[config.mk]
export PLATFORM = sky130hd
export DESIGN_NAME = timer_expiry_queue
export DESIGN_NICKNAME = d
export VERILOG_FILES = /design/src/rtl/tmq_pkg.sv /design/src/rtl/tmq_scan_unit.sv /design/src/rtl/timer_expiry_queue.sv
export SDC_FILE = /design/constraint.sdc
export NUM_CORES = 2
export LEC_CHECK = 0
export BUFFER_PORTS_ARGS = -buffer_cell sky130_fd_sc_hd__buf_2
export CAP_MARGIN = 20
export CORE_MARGIN = 4
export CORE_UTILIZATION = 60
export DETAILED_ROUTE_END_ITERATION = 8
export PLACE_DENSITY = 0.77
export SKIP_CTS_REPAIR_TIMING = 1
export SYNTH_ARGS = -nofsm -noshare
export SYNTH_HDL_FRONTEND = slang
export SYNTH_SLANG_ARGS = --single-unit
[constraint.sdc]
create_clock -name clk -period 16.72 [get_ports clk]
set_input_delay 0.836 -clock clk [delete_from_list [all_inputs] [get_ports clk]]
set_output_delay 0.836 -clock clk [all_outputs]
set_load 0.01 [all_outputs]
[src/rtl/tmq_pkg.sv]
// Package for the timer expiry queue: field widths, codes and word types.
// No dependencies; imported by tmq_scan_unit and timer_expiry_queue.
`default_nettype none

package tmq_pkg;

  localparam int TIME_W    = 32;
  localparam int ORDER_W   = 32;
  localparam int SLOT_ID_W = 4;

  // Command codes
  localparam logic [1:0] ACT_ADD     = 2'd0;
  localparam logic [1:0] ACT_CANCEL  = 2'd1;
  localparam logic [1:0] ACT_PROCESS = 2'd2;

  // Event kinds
  localparam logic [1:0] EVT_ADDED     = 2'd0;
  localparam logic [1:0] EVT_EXPIRED   = 2'd1;
  localparam logic [1:0] EVT_CANCELLED = 2'd2;
  localparam logic [1:0] EVT_NONE      = 2'd3;

  // Status codes
  localparam logic [1:0] ST_OK          = 2'd0;
  localparam logic [1:0] ST_FULL        = 2'd1;
  localparam logic [1:0] ST_NOT_PENDING = 2'd2;

  typedef struct packed {
    logic [1:0]           action;
    logic [SLOT_ID_W-1:0] timer_slot;
    logic [TIME_W-1:0]    expire_at;
    logic [TIME_W-1:0]    repeat_interval;
    logic [TIME_W-1:0]    current_time;
  } cmd_t;

  typedef struct packed {
    logic [1:0]           event_kind;
    logic [SLOT_ID_W-1:0] slot_id;
    logic [1:0]           status;
    logic                 wakeup;
    logic                 next_valid;
    logic [TIME_W-1:0]    next_time;
    logic                 last;
  } evt_t;

  // One timer slot as held in the slot memory
  typedef struct packed {
    logic [TIME_W-1:0]  expire;
    logic [TIME_W-1:0]  period;
    logic [ORDER_W-1:0] order;
  } slot_entry_t;

  // Control from the sequencer to the scan unit
  typedef struct packed {
    logic step;   // an entry is presented this cycle
    logic start;  // presented entry is the first of a pass
    logic pick;   // expiry pick pass instead of an earliest/free pass
  } scan_ctl_t;

  // Status of the scan unit after a pass
  typedef struct packed {
    logic found;       // a candidate was seen
    logic free_found;  // an unused slot was seen
  } scan_flags_t;

endpackage

`default_nettype wire

[src/rtl/tmq_scan_unit.sv]
// Shared compare unit of the timer expiry queue: folds one slot per cycle,
// in cycles with ctl.step set, into a running best (earliest, or earliest
// expired by time then order). Depends on tmq_pkg.
`default_nettype none

module tmq_scan_unit
  import tmq_pkg::*;
#(
  parameter int SLOT_W = 4
) (
  input  wire logic                clk,
  input  wire logic                rst,
  input  wire scan_ctl_t           ctl,
  input  wire logic [SLOT_W-1:0]   slot_idx,
  input  wire logic                slot_used,
  input  wire logic                slot_taken,
  input  wire logic [TIME_W-1:0]   entry_expire,
  input  wire logic [ORDER_W-1:0]  entry_order,
  input  wire logic [TIME_W-1:0]   now,
  output scan_flags_t              flags,
  output logic [TIME_W-1:0]        best_expire,
  output logic [SLOT_W-1:0]        best_idx,
  output logic [SLOT_W-1:0]        free_idx
);

  logic [ORDER_W-1:0] best_order;
  logic               base_found;
  logic               base_free;
  logic               cand;
  logic               less;

  always_comb begin
    base_found = ctl.start ? 1'b0 : flags.found;
    base_free  = ctl.start ? 1'b0 : flags.free_found;
    cand       = slot_used && (!ctl.pick || (!slot_taken && entry_expire <= now));
    less       = !base_found || (entry_expire < best_expire) ||
                 (ctl.pick && entry_expire == best_expire && entry_order < best_order);
  end

  always_ff @(posedge clk) begin
    if (rst) begin
      flags <= '0;
    end else if (ctl.step) begin
      flags.found <= base_found | cand;
      if (cand && less) begin
        best_expire <= entry_expire;
        best_order  <= entry_order;
        best_idx    <= slot_idx;
      end
      // Keep the lowest unused slot
      if (!slot_used && !base_free) begin
        flags.free_found <= 1'b1;
        free_idx         <= slot_idx;
      end else begin
        flags.free_found <= base_free;
      end
    end
  end

endmodule

`default_nettype wire

[src/rtl/timer_expiry_queue.sv]
// Timer expiry queue top level: sequencer, slot memory, expiry list and
// result register. Depends on tmq_pkg and tmq_scan_unit.
`default_nettype none

// The queue holds NUM_TIMERS timer slots ordered by expiration time, ties
// going to the slot inserted first. Each cmd word is one command: add
// (takes the lowest free slot and reports it, with wakeup set when it is the
// new earliest timer), cancel, or process (reports every timer due at
// current_time, earliest first, then rearms periodic timers at
// current_time + interval, saturating, and frees the one-shot ones). Every
// evt word carries the earliest pending expiration after the whole command.
// The block handles one command at a time; cmd_stall is high from the cycle
// after acceptance until its last evt word has been loaded into the output
// register, so a new command may be taken while that word still waits.
// Slot data lives in a single-port-read memory, and one shared compare unit
// walks it one slot per cycle; the consumer can hold evt_stall to delay the
// result words. Slot valid bits clear at reset; slot contents are only used
// after they have been written, so the memory needs no clearing pass.
module timer_expiry_queue
  import tmq_pkg::*;
#(
  parameter int NUM_TIMERS = 16
) (
  input  wire logic clk,
  input  wire logic rst,
  input  wire logic cmd_valid,
  output logic      cmd_stall,
  input  wire cmd_t cmd,
  output logic      evt_valid,
  input  wire logic evt_stall,
  output evt_t      evt
);

  localparam int SLOT_W = (NUM_TIMERS > 1) ? $clog2(NUM_TIMERS) : 1;
  localparam int CNT_W  = SLOT_W + 1;
  localparam int WIDE_W = SLOT_W + SLOT_ID_W;

  typedef enum logic [3:0] {
    S_IDLE,
    S_A_SCAN,   // find free slot and current earliest
    S_A_DEC,    // store the new timer
    S_P_SCAN,   // pick next due timer
    S_P_NEXT,   // record the pick or move on
    S_R_LA,     // rearm: fetch slot id from the list
    S_R_LB,     // rearm: fetch slot entry
    S_R_W,      // rearm: write back or free
    S_F_SCAN,   // final earliest scan
    S_F_DONE,   // single result or start of expiry list
    S_E_RD,     // emit: fetch slot id
    S_E_LD      // emit: load result word
  } state_t;

  state_t state;

  // Command in flight and single-result fields
  cmd_t                 item;
  logic [1:0]           res_kind;
  logic [1:0]           res_status;
  logic [SLOT_ID_W-1:0] res_slot;
  logic                 res_wake;

  logic [ORDER_W-1:0]    order_counter;
  logic [NUM_TIMERS-1:0] slot_valid;
  logic [NUM_TIMERS-1:0] taken;

  // Scan walk: issue counter and the registered-read pipeline behind it
  logic [CNT_W-1:0]  cnt;
  logic              pv;
  logic [SLOT_W-1:0] pidx;
  // Expiry list fill count and read index
  logic [CNT_W-1:0]  n;
  logic [CNT_W-1:0]  k;

  // Slot memory and expiry list memory
  slot_entry_t       slot_mem [NUM_TIMERS];
  slot_entry_t       mem_q;
  logic [SLOT_W-1:0] list_mem [NUM_TIMERS];
  logic [SLOT_W-1:0] list_q;

  logic              scan_st;
  logic              issue;
  logic              scan_last;
  logic              out_free;
  logic              evt_load;
  logic [SLOT_W-1:0] mem_raddr;
  logic              mem_we;
  logic [SLOT_W-1:0] mem_waddr;
  slot_entry_t       mem_wdata;
  logic              list_we;
  logic [TIME_W:0]   rearm_sum;
  logic [TIME_W-1:0] rearm_time;
  logic [WIDE_W-1:0] free_wide;
  logic [WIDE_W-1:0] list_wide;
  logic [WIDE_W-1:0] tslot_wide;
  logic              tslot_hit;
  logic [TIME_W-1:0] next_time;
  logic              k_last;

  scan_ctl_t         ctl;
  scan_flags_t       flags;
  logic [TIME_W-1:0] best_expire;
  logic [SLOT_W-1:0] best_idx;
  logic [SLOT_W-1:0] free_idx;

  assign cmd_stall = (state != S_IDLE);

  always_comb begin
    scan_st   = (state == S_A_SCAN) || (state == S_P_SCAN) || (state == S_F_SCAN);
    issue     = scan_st && (cnt < CNT_W'(NUM_TIMERS));
    scan_last = pv && (pidx == SLOT_W'(NUM_TIMERS - 1));
    out_free  = !evt_valid || !evt_stall;
    k_last    = ((k + CNT_W'(1)) == n);
    // A result word is loaded this cycle
    evt_load  = out_free &&
                (((state == S_F_DONE) && !((item.action == ACT_PROCESS) && (n != '0))) ||
                 (state == S_E_LD));

    ctl.step  = pv;
    ctl.start = (pidx == '0);
    ctl.pick  = (state == S_P_SCAN);

    // Read the listed slot while rearming, else follow the scan walk
    mem_raddr = (state == S_R_LB) ? list_q : cnt[SLOT_W-1:0];

    rearm_sum  = {1'b0, item.current_time} + {1'b0, mem_q.period};
    rearm_time = rearm_sum[TIME_W] ? '1 : rearm_sum[TIME_W-1:0];

    mem_we    = ((state == S_A_DEC) && flags.free_found) ||
                ((state == S_R_W) && (mem_q.period != '0));
    mem_waddr = (state == S_A_DEC) ? free_idx : list_q;
    if (state == S_A_DEC) begin
      mem_wdata = '{expire: item.expire_at, period: item.repeat_interval,
                    order: order_counter};
    end else begin
      mem_wdata = '{expire: rearm_time, period: mem_q.period, order: order_counter};
    end

    list_we = (state == S_P_NEXT) && flags.found;

    free_wide  = WIDE_W'(free_idx);
    list_wide  = WIDE_W'(list_q);
    tslot_wide = WIDE_W'(cmd.timer_slot);
    tslot_hit  = (tslot_wide < WIDE_W'(NUM_TIMERS)) &&
                 slot_valid[tslot_wide[SLOT_W-1:0]];

    next_time = flags.found ? best_expire : '1;
  end

  // Slot memory: one write port, registered read
  always_ff @(posedge clk) begin
    if (mem_we) begin
      slot_mem[mem_waddr] <= mem_wdata;
    end
    mem_q <= slot_mem[mem_raddr];
  end

  // Expiry list: picks in emission order
  always_ff @(posedge clk) begin
    if (list_we) begin
      list_mem[n[SLOT_W-1:0]] <= best_idx;
    end
    list_q <= list_mem[k[SLOT_W-1:0]];
  end

  tmq_scan_unit #(
    .SLOT_W (SLOT_W)
  ) u_scan (
    .clk          (clk),
    .rst          (rst),
    .ctl          (ctl),
    .slot_idx     (pidx),
    .slot_used    (slot_valid[pidx]),
    .slot_taken   (taken[pidx]),
    .entry_expire (mem_q.expire),
    .entry_order  (mem_q.order),
    .now          (item.current_time),
    .flags        (flags),
    .best_expire  (best_expire),
    .best_idx     (best_idx),
    .free_idx     (free_idx)
  );

  always_ff @(posedge clk) begin
    if (rst) begin
      state         <= S_IDLE;
      evt_valid     <= 1'b0;
      slot_valid    <= '0;
      taken         <= '0;
      order_counter <= '0;
      cnt           <= '0;
      pv            <= 1'b0;
      pidx          <= '0;
      n             <= '0;
      k             <= '0;
    end else begin
      // Advance the scan walk; the read data lands in the following cycle
      pv   <= issue;
      pidx <= cnt[SLOT_W-1:0];
      if (issue) begin
        cnt <= cnt + CNT_W'(1);
      end

      // Drop the result word once taken, unless a new one replaces it
      if (evt_valid && !evt_stall && !evt_load) begin
        evt_valid <= 1'b0;
      end

      case (state)
        S_IDLE: begin
          if (cmd_valid) begin
            item     <= cmd;
            n        <= '0;
            k        <= '0;
            cnt      <= '0;
            taken    <= '0;
            res_wake <= 1'b0;
            case (cmd.action)
              ACT_ADD: begin
                state <= S_A_SCAN;
              end
              ACT_CANCEL: begin
                res_kind <= EVT_CANCELLED;
                res_slot <= cmd.timer_slot;
                if (tslot_hit) begin
                  slot_valid[tslot_wide[SLOT_W-1:0]] <= 1'b0;
                  res_status <= ST_OK;
                end else begin
                  res_status <= ST_NOT_PENDING;
                end
                state <= S_F_SCAN;
              end
              ACT_PROCESS: begin
                state <= S_P_SCAN;
              end
              default: begin
                res_kind   <= EVT_NONE;
                res_slot   <= '0;
                res_status <= ST_OK;
                state      <= S_F_SCAN;
              end
            endcase
          end
        end

        S_A_SCAN: begin
          if (scan_last) begin
            state <= S_A_DEC;
          end
        end

        S_A_DEC: begin
          res_kind <= EVT_ADDED;
          if (flags.free_found) begin
            slot_valid[free_idx] <= 1'b1;
            order_counter <= order_counter + ORDER_W'(1);
            res_slot   <= free_wide[SLOT_ID_W-1:0];
            res_status <= ST_OK;
            res_wake   <= !flags.found || (item.expire_at < best_expire);
          end else begin
            res_slot   <= '0;
            res_status <= ST_FULL;
          end
          cnt   <= '0;
          state <= S_F_SCAN;
        end

        S_P_SCAN: begin
          if (scan_last) begin
            state <= S_P_NEXT;
          end
        end

        S_P_NEXT: begin
          cnt <= '0;
          if (flags.found) begin
            taken[best_idx] <= 1'b1;
            n     <= n + CNT_W'(1);
            state <= S_P_SCAN;
          end else if (n == '0) begin
            res_kind   <= EVT_NONE;
            res_slot   <= '0;
            res_status <= ST_OK;
            state      <= S_F_SCAN;
          end else begin
            k     <= '0;
            state <= S_R_LA;
          end
        end

        S_R_LA: begin
          state <= S_R_LB;
        end

        S_R_LB: begin
          state <= S_R_W;
        end

        S_R_W: begin
          // Rearm periodic timers in pick order, free one-shots
          if (mem_q.period != '0) begin
            order_counter <= order_counter + ORDER_W'(1);
          end else begin
            slot_valid[list_q] <= 1'b0;
          end
          if (k_last) begin
            k     <= '0;
            cnt   <= '0;
            state <= S_F_SCAN;
          end else begin
            k     <= k + CNT_W'(1);
            state <= S_R_LA;
          end
        end

        S_F_SCAN: begin
          if (scan_last) begin
            state <= S_F_DONE;
          end
        end

        S_F_DONE: begin
          if (item.action == ACT_PROCESS && n != '0) begin
            state <= S_E_RD;
          end else if (out_free) begin
            evt_valid <= 1'b1;
            evt <= '{event_kind: res_kind, slot_id: res_slot, status: res_status,
                     wakeup: res_wake, next_valid: flags.found,
                     next_time: next_time, last: 1'b1};
            state <= S_IDLE;
          end
        end

        S_E_RD: begin
          state <= S_E_LD;
        end

        S_E_LD: begin
          if (out_free) begin
            evt_valid <= 1'b1;
            evt <= '{event_kind: EVT_EXPIRED, slot_id: list_wide[SLOT_ID_W-1:0],
                     status: ST_OK, wakeup: 1'b0, next_valid: flags.found,
                     next_time: next_time, last: k_last};
            if (k_last) begin
              state <= S_IDLE;
            end else begin
              k     <= k + CNT_W'(1);
              state <= S_E_RD;
            end
          end
        end

        default: begin
          state <= S_IDLE;
        end
      endcase
    end
  end

  // A timer is never picked twice in one process command
  a_pick_once: assert property (@(posedge clk) disable iff (rst)
    (state == S_P_NEXT && flags.found) |-> !taken[best_idx])
    else $error("expiry pick repeats a slot");

  // The expiry list never holds more entries than there are slots
  a_list_bound: assert property (@(posedge clk) disable iff (rst)
    n <= CNT_W'(NUM_TIMERS))
    else $error("expiry list overflow");

  // Loading the final expiry word ends the command
  a_last_idle: assert property (@(posedge clk) disable iff (rst)
    (state == S_E_LD && out_free && k_last) |=> (state == S_IDLE && evt_valid && evt.last))
    else $error("final expiry word not closing the command");

  // An empty queue always reports the all-ones time
  a_empty_time: assert property (@(posedge clk) disable iff (rst)
    (evt_valid && !evt.next_valid) |-> (evt.next_time == '1))
    else $error("empty queue with a pending time");

  // Wakeup only ever accompanies a successful add
  a_wake_add: assert property (@(posedge clk) disable iff (rst)
    (evt_valid && evt.wakeup) |-> (evt.event_kind == EVT_ADDED && evt.status == ST_OK))
    else $error("wakeup on a word that is not an add");

endmodule

`default_nettype wire
# Yosys cells after proc, flatten, opt, wreduce, memory -nomap -nowiden
# Memories as Yosys holds them, arrays and structs flattened. A register that Yosys moved wholly into a read port is not among the register bits.
# Cells that the tools add are included.
# op_classes
n_addsub,5
order_cmp,14
eq_ne,36
mux,93
n_bitwise,8
reduce_logical,66
# ops
op,count
$mux W43,3
$mux W32,4
$mux W16,7
$lt A32 B32 Y1,3
$mux W96,1
$pmux W43 S2,1
$mux W4,17
$pmux W32 S2,1
$mux W5,10
$pmux W16 S3,1
$pmux W4 S12,1
$add A32 B32 Y33,1
$add A32 B1 Y32 const B,1
$and A16 B16 Y16,2
$eq A32 B32 Y1,1
$le A32 B32 Y1,1
$not A16 Y16,2
$or A16 B16 Y16,2
$pmux W16 S2,1
$reduce_bool A32 Y1,1
$ne A2 B2 Y1 const B,13
$lt A4 B5 Y1 const B,5
$reduce_and A6 Y1,4
$eq A4 B4 Y1 const B,5
39 further kinds,134
# word_totals
register_bits,313
ram_bits,1600
inputBits,106
output_inout_bits,45
elab_cells,255
n_memories,2
# memory_table
name,words,width,rd,rd_clocked_by_memory_dff,write_ports,line_no,text
slot_mem,16,96,1,1,1,timer_expiry_queue.sv:75,slot_entry_t slot_mem [NUM_TIMERS];
list_mem,16,4,1,1,1,timer_expiry_queue.sv:77,logic [SLOT_W-1:0] list_mem [NUM_TIMERS];

# Longest topological paths before layout
# logic_depth
depth_word,12
mapped_depth,11
depth_no_buf,10

# Cells and area by module
# Synthesis repeated with hierarchy kept, for this count alone.
# hier_totals
cells_unflattened,4507
area_unflattened_um2,80001.7
# modules_own_cells
mod,n_inst,cells_per_inst,area_each_um2
timer_expiry_queue,1,4084,75309.7
tmq_scan_unit,1,423,4692.0

# Worst setup path after synthesis
# No wires, ideal clock.
# synth_path
path_type,flip-flop to flip-flop
start,register state[0]
end,"memory slot_mem[4][0] (netlist name), enable pin"
arrival_ps,5715
slack_ps,10453
stages_incl_launch_ff,9
cell_sequence,dfxtp_1 -> buf_2 -> nand2b_4 -> nor3_2 -> nand2_1 -> o21ai_1 -> clkbuf_1 -> o21ai_0 -> nor2_1
# synth_between
elab_chain_cells,5
# synth_rtl
element,line_no,text
"start, declared",timer_expiry_queue.sv:53,state_t state;
"start signal, assigned",timer_expiry_queue.sv:185,state <= S_IDLE;
"start signal, assigned",timer_expiry_queue.sv:219,state <= S_A_SCAN;
"start signal, assigned",timer_expiry_queue.sv:230,state <= S_F_SCAN;
$eq A4 B2 Y1 or $eq A4 B3 Y1 (tied branches),"timer_expiry_queue.sv:128, timer_expiry_queue.sv:130, timer_expiry_queue.sv:129",
$logic_and A1 B1 Y1 (on tied branches),"timer_expiry_queue.sv:128, timer_expiry_queue.sv:129",
$logic_or A1 B1 Y1,timer_expiry_queue.sv:128,mem_we = ((state == S_A_DEC) && flags.free_found) ||
$mux W1,timer_expiry_queue.sv:151,if (mem_we) begin
$mux W1 (not written as such),timer_expiry_queue.sv:152,slot_mem[mem_waddr] <= mem_wdata;
"end, declared",timer_expiry_queue.sv:75,
# Parallel ways exist; a longest one is shown, timed or not.

# Final worst setup path
# layout_path
start,register state[1]
end,register mem_q[36] (netlist name)
# layout_between
elab_chain_cells,2
# layout_rtl
element,line_no,text
$eq A4 B3 Y1,timer_expiry_queue.sv:123,mem_raddr = (state == S_R_LB) ? list_q : cnt[SLOT_W-1:0];
$mux W4,timer_expiry_queue.sv:123,
# No other way between the ends.
# A chain may end at the register's enable or synchronous reset.

==> flow_summary_export.csv <==
group,metric,value,unit
outcome,status,"finished clean",
clocking,h-tree-depth,4,
floorplan,start_util,0.607,
timing,setup-tns-final,0,ns
logic_synthesis,synth_xor_area_frac,0.00714,
timing,setup_viol,0,
pwr,fin_total_pwr,13000,µW
floorplan,die_area,139000,µm²
global_routing,first_global_vias,43428,
layout,fillers,8198,
clocking,worstSkewPairLatency,0.82,ns
layout,multi_input_area,20300,µm²
drt,avgViaCountPerCell,6.55,
clocking,cts_made_buffers,190,
worst_setup_path,path_max_fanout,106,
pwr,powerDensity,145,nW/µm²
timing,max_freq,0.176,GHz
clocking,clk_pin_slew_worst_paths,0.06,ns
flow_run,cap_viol_max_count,0,
layout,final_common_cell,"edfxtp_1",
drt,final_antenna_net_count,0,
timing,slew_headroom,0.207,
timing,rsz0062_at_grt,"no",
logic_synthesis,synth_top_area_frac,0.683,
drt,dr.pass1.iters,8,
global_routing,gr-usage-met3,0.0465,
drt,totalWireLength,190000,µm
global_routing,grt-busiest-layer,"met2",
layout,antenna_cells,0,
drt,dr_total_vias,43527,
floorplan,coreArea,132000,µm²
place,hpwl,104000,µm
logic_synthesis,synthDistinctLibCells,73,
logic_synthesis,synth_seq_cells,2013,
global_routing,antenna_found_initial,1,
global_routing,grt_usage,0.274,
logic_synthesis,synth-main-ff-cell,"edfxtp_1",
pwr,vdd_drop_max,0.101,mV
logic_synthesis,avgSynthCellArea,17.8,µm²
logic_synthesis,synth_edf_count,1822,
worst_setup_path,required,17.36,ns
logic_synthesis,synthArstFlopShare,0,
logic_synthesis,synth-compound-area-share,0.0441,
hold_path,hold_class,"primary input to flop",
worst_setup_path,reg2regPathDepth,11,
floorplan,rows,133,
logic_synthesis,synthSimpleGateAreaFrac,0.0548,
timing,whs,0.191,ns
global_routing,grt_first_pass_wirelength,283000,µm
global_routing,use_met2,0.438,
global_routing,gr-total-overflow,0,
floorplan,die-height,373,µm
worst_setup_path,critPathKind,"flop to flop",
logic_synthesis,yosys_warnings,0,
timing,period_share,0.340,
timing,hold_viol,0,
floorplan,pin_count,151,
place,portBuffers,150,
clocking,tritoncts,"yes",
drt,drt-initial-drc-count,6024,
logic_synthesis,syn_area,80100,µm²
logic_synthesis,synth.net_count,4770,
drt,drc_errors,0,
layout,area_growth,11.5,%
global_routing,grt_max_degree,125,
place,gp_congestion,0.865,
layout,nets,4995,
logic_synthesis,synth.area.mux_share,0.119,
timing,finClkSkew,0.0245,ns
timing,slew_viol_final,0,
logic_synthesis,synth_area_leaders,"edfxtp_1 68%, mux4_2 12%, dfxtp_1 4.8%",
clocking,cts_root_buffer,"clkbuf_16",
worst_setup_path,crit_path_end_kind,"flop",
clocking,cts.path.max_buffers,3,
logic_synthesis,syn-instance-count,4498,
layout,final_core_util,0.677,
layout,ff_latch_area,58500,µm²
worst_setup_path,critPathLaunchType,"flop",
drt,wl_per_cell,28.7,µm
logic_synthesis,synth-adder-area-share,0.0260,
hold_path,whs_path_depth,1,
worst_setup_path,cp.arrival,6.34,ns
pwr,power_leakage,0.0302,µW
layout,drive_gt1_frac,0.200,
timing,finalCriticalPeriod,5.69,ns
floorplan,die_width,373,µm
logic_synthesis,synth_top_area_cell,"edfxtp_1",
global_routing,met1_usage,0.393,
logic_synthesis,synth-seq-area-share,0.731,
layout,final_cell_mix,"1,822 x edfxtp_1, 439 x nand2_1, 419 x mux4_2",
layout,final_area,89300,µm²
clocking,cts.sinks,2013,
logic_synthesis,synth_top_family_by_area,"multiplexers",
place,dpl-instance-area,82900,µm²
timing,worst_pin_slew,1.19,ns
[worst paths after layout]
| path | start | endpoint | slack, ns |
|---|---|---|---|
| worst max register to register | state[1]$_SDFFE_PP0P_ | mem_q[36]$_DFF_P_ | 11.03 |
| worst max-delay path | state[1]$_SDFFE_PP0P_ | mem_q[36]$_DFF_P_ | 11.03 |
| worst min-delay path | cmd[78] | item[78]$_DFFE_PP_ | 0.19 |
| worst min register to register | mem_q[0]$_DFF_P_ | u_scan.best_order[0]$_DFFE_PP_ | 0.43 |
[layer usage]
metal / share of wire / wire length (µm) / vias to the layer above
met2: 0.49 / 92700 / 2424
met5: 0 / 0 / -
met3: 0.094 / 17900 / 377
met4: 0.031 / 5890 / 0
li1: - / - / 18284
met1: 0.39 / 74000 / 22442
[logic make-up after synthesis]
kind of cell,Yosys count
flops,2013
simple gates,944
compound gates,555
mux,427
buf+inv,331
fa+ha+maj,166
xor+xnor,62
[cell usage after synthesis, types with 34 or more instances]
library cell,instances
a31oi_1,122
and2_1,105
dfxtp_1,191
nor2_1,169
a211oi_1,106
nor3_1,44
clkbuf_1,113
o21ai_0,61
buf_2,60
ha_1,165
a21oi_1,150
nand2_1,439
a21o_1,48
nand4_1,34
mux4_2,419
inv_1,118
edfxtp_1,1822
[report_power, final]
| group | switching, µW | internal (µW) | leakage (µW) |
|---|---|---|---|
| clock | 1810 | 2440 | 0.00301 |
| combinational | 1460 | 972 | 0.00920 |
| sequential | 164 | 6120 | 0.0180 |
| total | 3440 | 9530 | 0.0302 |
[flip-flops by register name, summed over array words and instances, names as in the netlist, 5 cells and up]
register / flops
slot_mem: 1536
item: 98
mem_q: 96
list_mem: 64
evt: 43
order_counter: 32
u_scan.best_expire: 32
u_scan.best_order: 32
slot_valid: 16
taken: 16
cnt: 5
k: 5
n: 5
[worst max-delay path, stage by stage, from the launching register on]
cell      delay (ns)
dfxtp_1         0.83
nand2b_4        0.16
nor2_8          0.27
mux2i_4         0.26
buf_4           0.51
buf_12          0.70
buf_4           0.76
buf_4           0.79
mux4_2          0.58
and2_1          0.16
a211oi_1        0.29
a31oi_1         0.08
[final cells by class]
cell class,instances,area share
clock buffers,282,0.0609
clock inverters,76,0.00866
inverters,119,0.00502
multi-input cells,2154,0.228
flip-flops and latches,2013,0.656
well taps,1755,0.0246
repair buffers,245,0.0175
[stage by stage]
step	instances	worst slack, ns
floorplan	4498	10.45
global placement	6264	10.99
detailed placement	6267	10.87
CTS	6625	10.87
global route	6644	10.44
finish	6644	11.03
Power figures use the tool's default switching activity.
